[src/rtl/core/pts_pkg.sv]
// ----------------------------------------------------------------------------
// pts_pkg
// Shared types and constants for the periodic task scheduler.
// ----------------------------------------------------------------------------
package pts_pkg;

  // Table geometry and field widths
  localparam int MaxTasks = 16;
  localparam int TimeBits = 40;
  localparam int IdW      = 16;
  localparam int PerW     = 16;
  localparam int ActW     = 2;
  localparam int StatW    = 2;
  localparam int IdxW     = $clog2(MaxTasks);
  localparam int CntW     = $clog2(MaxTasks + 1);

  // Request codes
  typedef enum logic [ActW-1:0] {
    ACT_CLEAR = 2'd0,
    ACT_ADD   = 2'd1,
    ACT_NEXT  = 2'd2,
    ACT_NONE  = 2'd3
  } action_e;

  // Result status codes
  typedef enum logic [StatW-1:0] {
    STAT_OK       = 2'd0,
    STAT_EMPTY    = 2'd1,
    STAT_FULL     = 2'd2,
    STAT_OVERFLOW = 2'd3
  } status_e;

  // Sequencer states
  typedef enum logic [1:0] {
    S_IDLE   = 2'd0,
    S_SCAN   = 2'd1,
    S_UPDATE = 2'd2,
    S_RESP   = 2'd3
  } state_e;

  // One table entry
  typedef struct packed {
    logic [IdW-1:0]      id;
    logic [PerW-1:0]     period;
    logic [TimeBits-1:0] due;
  } entry_t;

endpackage

[src/rtl/core/periodic_task_scheduler.sv]
// ----------------------------------------------------------------------------
// periodic_task_scheduler
// Task table in a single-port-write, registered-read memory; a next request
// scans it with one comparator, writes back the advanced due time if it fits.
// ----------------------------------------------------------------------------
//
//  channel | handshake              | payload
//  --------+------------------------+----------------------------------------
//  in      | in_valid_i / in_ready_o | action_i, task_id_i, period_i
//  out     | out_valid_o/out_ready_i | fired_id_o, fire_time_o, status_o
//
//  Clear, add and unused requests go from the accept state straight to the
//  result state, which loads the output register once it is free.
//  A next request passes through the accept state, one memory read per
//  entry through the single read port and comparator, then write-back,
//  then the result state, which loads the output register once it is free.
//  Reset empties the table at once; entry contents are not cleared.
//  A result waiting on out_ready_i does not block the next request from
//  being accepted; the block stalls only when a second result is ready.
// ----------------------------------------------------------------------------
module periodic_task_scheduler (
  input  logic                       clk_i,
  input  logic                       rst_ni,
  input  logic                       in_valid_i,
  output logic                       in_ready_o,
  input  logic [pts_pkg::ActW-1:0]   action_i,
  input  logic [pts_pkg::IdW-1:0]    task_id_i,
  input  logic [pts_pkg::PerW-1:0]   period_i,
  output logic                       out_valid_o,
  input  logic                       out_ready_i,
  output logic [pts_pkg::IdW-1:0]    fired_id_o,
  output logic [pts_pkg::TimeBits-1:0] fire_time_o,
  output logic [pts_pkg::StatW-1:0]  status_o
);
  import pts_pkg::*;

  // Table memory
  entry_t mem_q [MaxTasks];
  entry_t rd_data_q;
  logic [IdxW-1:0] rd_addr, wr_addr;
  logic            rd_en, wr_en;
  entry_t          wr_data;

  // Control and working registers
  state_e              state_q, state_d;
  logic [CntW-1:0]     count_q, count_d;
  logic [CntW-1:0]     scan_q, scan_d;
  logic [IdxW-1:0]     best_idx_q, best_idx_d;
  entry_t              best_q, best_d;
  logic [IdW-1:0]      res_id_q, res_id_d;
  logic [TimeBits-1:0] res_time_q, res_time_d;
  status_e             res_stat_q, res_stat_d;
  logic                out_valid_q, out_valid_d;
  logic                out_load;
  logic [IdW-1:0]      out_id_q;
  logic [TimeBits-1:0] out_time_q;
  status_e             out_stat_q;

  action_e             act;
  logic [CntW-1:0]     scan_nxt;
  logic                take;
  logic [TimeBits:0]   due_sum;

  assign act      = action_e'(action_i);
  assign scan_nxt = scan_q + CntW'(1);
  assign take     = (scan_q == '0) || (rd_data_q.due < best_q.due) ||
                    ((rd_data_q.due == best_q.due) && (rd_data_q.id < best_q.id));
  assign due_sum  = {1'b0, best_q.due} + (TimeBits+1)'(best_q.period);

  // Memory write and registered read
  always_ff @(posedge clk_i) begin
    if (wr_en) begin
      mem_q[wr_addr] <= wr_data;
    end
    if (rd_en) begin
      rd_data_q <= mem_q[rd_addr];
    end
  end

  // Sequencer: next state, memory controls and result
  always_comb begin
    state_d    = state_q;
    count_d    = count_q;
    scan_d     = scan_q;
    best_idx_d = best_idx_q;
    best_d     = best_q;
    res_id_d   = res_id_q;
    res_time_d = res_time_q;
    res_stat_d = res_stat_q;
    rd_en      = 1'b0;
    rd_addr    = '0;
    wr_en      = 1'b0;
    wr_addr    = count_q[IdxW-1:0];
    wr_data    = '0;
    in_ready_o = 1'b0;
    out_load   = 1'b0;

    case (state_q)
      S_IDLE: begin
        in_ready_o = 1'b1;
        if (in_valid_i) begin
          res_id_d   = '0;
          res_time_d = '0;
          res_stat_d = STAT_OK;
          state_d    = S_RESP;
          case (act)
            ACT_CLEAR: begin
              count_d = '0;
            end
            ACT_ADD: begin
              if (count_q >= CntW'(MaxTasks)) begin
                res_stat_d = STAT_FULL;
              end else begin
                wr_en          = 1'b1;
                wr_data.id     = task_id_i;
                wr_data.period = period_i;
                wr_data.due    = TimeBits'(period_i);
                count_d        = count_q + CntW'(1);
              end
            end
            ACT_NEXT: begin
              if (count_q == '0) begin
                res_stat_d = STAT_EMPTY;
              end else begin
                rd_en   = 1'b1;
                rd_addr = '0;
                scan_d  = '0;
                state_d = S_SCAN;
              end
            end
            default: begin
              res_stat_d = STAT_OK;
            end
          endcase
        end
      end

      // One entry per cycle through the comparator
      S_SCAN: begin
        if (take) begin
          best_d     = rd_data_q;
          best_idx_d = scan_q[IdxW-1:0];
        end
        if (scan_nxt < count_q) begin
          rd_en   = 1'b1;
          rd_addr = scan_nxt[IdxW-1:0];
          scan_d  = scan_nxt;
        end else begin
          state_d = S_UPDATE;
        end
      end

      // Advance the winner unless the sum leaves the time range
      S_UPDATE: begin
        res_id_d   = best_q.id;
        res_time_d = best_q.due;
        if (due_sum[TimeBits]) begin
          res_stat_d = STAT_OVERFLOW;
        end else begin
          res_stat_d     = STAT_OK;
          wr_en          = 1'b1;
          wr_addr        = best_idx_q;
          wr_data.id     = best_q.id;
          wr_data.period = best_q.period;
          wr_data.due    = due_sum[TimeBits-1:0];
        end
        state_d = S_RESP;
      end

      // Hand the result to the output register once it is free
      S_RESP: begin
        if (!out_valid_q || out_ready_i) begin
          out_load = 1'b1;
          state_d  = S_IDLE;
        end
      end

      default: begin
        state_d = S_IDLE;
      end
    endcase
  end

  // Output valid tracking
  always_comb begin
    out_valid_d = out_valid_q;
    if (out_ready_i) begin
      out_valid_d = 1'b0;
    end
    if (out_load) begin
      out_valid_d = 1'b1;
    end
  end

  // Control registers
  always_ff @(posedge clk_i or negedge rst_ni) begin
    if (!rst_ni) begin
      state_q     <= S_IDLE;
      count_q     <= '0;
      out_valid_q <= 1'b0;
    end else begin
      state_q     <= state_d;
      count_q     <= count_d;
      out_valid_q <= out_valid_d;
    end
  end

  // Working and payload registers
  always_ff @(posedge clk_i) begin
    scan_q     <= scan_d;
    best_idx_q <= best_idx_d;
    best_q     <= best_d;
    res_id_q   <= res_id_d;
    res_time_q <= res_time_d;
    res_stat_q <= res_stat_d;
    if (out_load) begin
      out_id_q   <= res_id_q;
      out_time_q <= res_time_q;
      out_stat_q <= res_stat_q;
    end
  end

  assign out_valid_o = out_valid_q;
  assign fired_id_o  = out_id_q;
  assign fire_time_o = out_time_q;
  assign status_o    = out_stat_q;

endmodule

[config.mk]
export PLATFORM = sky130hd
export DESIGN_NAME = periodic_task_scheduler
export DESIGN_NICKNAME = d
export VERILOG_FILES = /design/src/rtl/core/pts_pkg.sv /design/src/rtl/core/periodic_task_scheduler.sv
export SDC_FILE = /design/constraint.sdc
export NUM_CORES = 2
export LEC_CHECK = 0
export ABC_AREA = 1
export BUFFER_PORTS_ARGS = -buffer_cell sky130_fd_sc_hd__buf_2
export CAP_MARGIN = 10
export CORE_MARGIN = 3
export CORE_UTILIZATION = 50
export DETAILED_ROUTE_END_ITERATION = 6
export PLACE_DENSITY = 0.68
export SYNTH_ARGS = -nofsm -noshare
export SYNTH_HDL_FRONTEND = slang
export SYNTH_SLANG_ARGS = --single-unit
[constraint.sdc]
create_clock -name clk_i -period 5.53 [get_ports clk_i]
set_input_delay 0 -clock clk_i [delete_from_list [all_inputs] [get_ports clk_i]]
set_output_delay 0 -clock clk_i [all_outputs]
set_load 0.02 [all_outputs]
==> impl_metrics.csv <==
group,metric,value,unit
timing,skew,27.40,ps
critical_path,cp_max_fo,26,
critical_path,critPathArrivalTime,5250,ps
logic_synthesis,synth_top_family_by_area,"simple AND/OR/NAND/NOR gates",
floorplan,die_h,363.5,µm
drt,route.detailed.drc,1,
cts,postCtsSetupRepairBufs,0,
timing,min_period,4799,ps
cts,cts_root_buf,"clkbuf_16",
floorplan,die_w,363.5,µm
drt,wirelength,179800,µm
grt,grt_pass1_wl,267000,µm
placement,gp_congestion,0.9155,
critical_path,crit_chain,"ha_1, inv_1, fa_1, inv_1, nand2_1, nand2_1, nand3_1, nand2_1, nand3_2, nand3_4, nand2_1, nand2_1, nand2_1, nor2_4, buf_12",
timing,hold_viol_final,2,
floorplan,start_util,50.64,%
pwr,leakage,28.70,nW
cts,h-tree-depth,4,
finish,final_area,71320,µm²
critical_path,slowest_stage,"nor2_4",
logic_synthesis,ys_types,37,
drt,post_drt_wl_per_cell,23.44,µm
cts,cts-hold-fix-buffers,30,
cts,path_clk_slew,60,ps
critical_path,cp-endpoint,"mem_q[2][43]$_DFFE_PP_",
logic_synthesis,synthCells,5872,
logic_synthesis,synth_nets,5997,
critical_path,crit_start,"best_q[0]$_DFFE_PP_",
timing,holdWs,-0.4251,ps
timing,setup_violations,0,
logic_synthesis,synth-seq-cells,1429,
cts,cts-resized-gates,0,
finish,utilization,56.51,%
cts,cts_buffer_depth,3,
timing,slew_headroom,12.68,%
cts,clock-sinks,1429,
hold_path,hp-start,"period_i[6]",
grt,grt_start_max_net_pins,181,
critical_path,crit_family,"simple AND/OR/NAND/NOR gates",
logic_synthesis,seq_area_frac_synth,67.08,%
critical_path,reg2reg_from,"best_q[0]$_DFFE_PP_",
logic_synthesis,synth-adder-area-share,1.715,%
pwr,pwr-share-comb,40.6,%
logic_synthesis,synth-warning-count,0,
finish,area_growth,11.59,%
finish,drive_gt1_share,9.846,%
drt,vias_per_cell,5.807,
drt,drtPass1Iterations,7,
hold_path,hp-class,"input pin to register",
pwr,power.share.clock,22.1,%
critical_path,r2r_slack,730,ps
grt,grt_pass1_vias,42342,
pwr,p_total,43.28,mW
cts,clock_latency,790,ps
pwr,power.internal,25.02,mW
grt,track_usage,27.01,%
drt,num_vias,44560,
placement,postPlaceCellArea,66410,µm²
logic_synthesis,synthSimpleGateAreaFrac,21.85,%
critical_path,crit_buf_inv,3,
pwr,peakVddDrop,986.6,µV
floorplan,die_area,132200,µm²
timing,fin_crit_sh,86.78,%
drt,drt_iter0_markers,5840,
status,status,"finished, violations left",
placement,port_buffers,97,
critical_path,startpoint_type,"register",
floorplan,core_area,126200,µm²
cts,cts_buffers,151,
logic_synthesis,synthMuxAreaShare,0,%
pwr,switching_share,42.18,%
finish,diodes,0,
critical_path,critPathKind,"register to register",
timing,maxSlewViolCount,0,
grt,grt_overflow,0,
critical_path,r2r_cells,15,
placement,dp_hpwl,94910,µm
drt,ant_nets,0,
placement,place_ws,881.8,ps
status,violations,"design-rule violations, negative hold slack",
run,cap_violations,0,
critical_path,cp_num_cells,15,
pwr,switchingPower,18.26,mW
timing,grt_setup_unrepaired,"false",
critical_path,worst_path_most_repeated_cell,"nand2_1",
critical_path,worstSetupEndpointType,"register",
critical_path,max_stage_delay,850,ps
logic_synthesis,synth.avg_cell_area,10.88,µm²
cts,cts_tree,"done",
logic_synthesis,synthXorXnorAreaFrac,0.2741,%
logic_synthesis,syn-cell-area,63920,µm²
grt,antenna_found_initial,2,
pwr,power.density,606.8,nW/µm²
logic_synthesis,synth_compound_area_share,1.259,%
finish,fin_nets,6041,
floorplan,io_pins,98,
timing,fmax,208.4,MHz
floorplan,row_count,130,
pwr,seqPwrFrac,37.3,%
timing,worst_slew_pin_slew,1310,ps
critical_path,required,5980,ps
timing,fin_ws,731.2,ps
critical_path,worst_r2r_endpoint,"mem_q[2][43]$_DFFE_PP_",
-- synth_stat cells (all sizes together) --
library cell  instances  area share (%)
clkbuf              211             1.2
and2                  1          0.0098
a21boi                3           0.035
nor2                397             2.4
nand4               309             3.0
fa                    1           0.031
edfxtp             1421              67
xor2                 14            0.19
o31ai                16            0.19
nand3b              146             1.7
nor4                  7           0.069
or2                 144             1.4
a21oi                61            0.48
buf                 138             1.0
o22ai                12            0.12
a21o                  1           0.012
nand3              1056             8.3
o21a                  2           0.023
clkinv                1          0.0078
o21bai                2           0.023
and3                  1          0.0098
dfrtp                 8            0.31
o21ai                47            0.37
o221ai                1           0.014
inv                 946             5.6
nor3                  8           0.063
ha                   86             1.7
xnor2                 6           0.082
nand2               826             4.9
-- area by class of cell --
class                           instances  area, µm²
Inverter                              947       3577
Sequential cell                      1429      42870
Multi-Input combinational cell       3147      16290
Fill cell                           10245      54900
Clock buffer                          191       4056
Clock inverter                         69      524.3
Timing Repair Buffer                  240       1941
Tap cell                             1650       2064
-- worst register-to-register path, cell delays in order, from the launching register on --
cell and delay, ps:
edfxtp_1 500, ha_1 340, inv_1 110, fa_1 400, inv_1 120, nand2_1 110, nand2_1 80, nand3_1 60
nand2_1 210, nand3_2 330, nand3_4 470, nand2_1 120, nand2_1 130, nand2_1 250, nor2_4 850, buf_12 370
-- per-layer routing --
layer  global-route usage, %  wire (µm)  up-vias
met1                   37.97      73420    21556
met4                   9.483       5720        2
met2                   42.03      81620     2451
li1                        -          -    20162
met3                   5.551      19050      389
met5                       0         13        -
-- layout by cell type (no fill, tap or decap), drive strengths merged, types with 12 or more instances in the layout --
cell	instances
edfxtp	1421
nand3	1056
inv	951
nand2	826
nor2	397
nand4	309
buf	209
clkbuf	192
nand3b	146
or2	144
ha	86
a21oi	61
clkinv	59
o21ai	47
dlygate4sd3	30
o31ai	16
xor2	14
o22ai	12
-- through the flow --
stage / hold slack, ps / TNS (ps) / instances
4_1_cts: 11.12 / 0 / 7670
5_1_grt: 2.637 / 0 / 7673
3_3_place_gp: -124.8 / 0 / 7380
2_1_floorplan: -295.6 / -17350 / 5872
3_5_place_dp: -122.0 / 0 / 7380
6_report: -0.4251 / 0 / 7673
-- registers in the layout, indices dropped and copies added (netlist names) --
signal	flops
mem_q	1152
best_q	72
rd_data_q	72
fire_time_o	40
res_time_q	40
fired_id_o	16
res_id_q	16
count_q	5
scan_q	5
best_idx_q	4
res_stat_q	2
state_q	2
status_o	2
out_valid_o	1
-- cell families after synthesis --
kind of cell               after synthesis
adders and majority gates               87
and+or+nand+nor                       2895
DFF                                   1429
AOI/OAI and AO/OA                      145
buffers and inverters                 1296
xor gates and xnor gates                20
-- power by group through the flow --
stage / clock [mW] / combinational (mW) / sequential, mW
after floorplan: 0 / 11.2 / 16.1
after global placement: 0 / 16.9 / 16.3
after detailed placement: 0 / 17.2 / 16.3
after CTS: 9.66 / 17.3 / 16.1
after global routing: 10.1 / 19.0 / 16.3
final: 9.54 / 17.6 / 16.2
-- worst min path at each step --
stage | endpoint | slack, ps | cells after the start
finish | mem_q[8][46]$_DFFE_PP_ | -0.4 | 4
floorplan | count_q[0]$_DFFE_PN0P_ | -300 | 0
global placement | out_valid_o$_DFFE_PN0P_ | -120 | 1
CTS | mem_q[5][12]$_DFFE_PP_ | 10 | 4
detailed placement | out_valid_o$_DFFE_PN0P_ | -120 | 1
global route | mem_q[8][46]$_DFFE_PP_ | 3 | 4
Note: power is estimated with default switching activity, not from simulation.
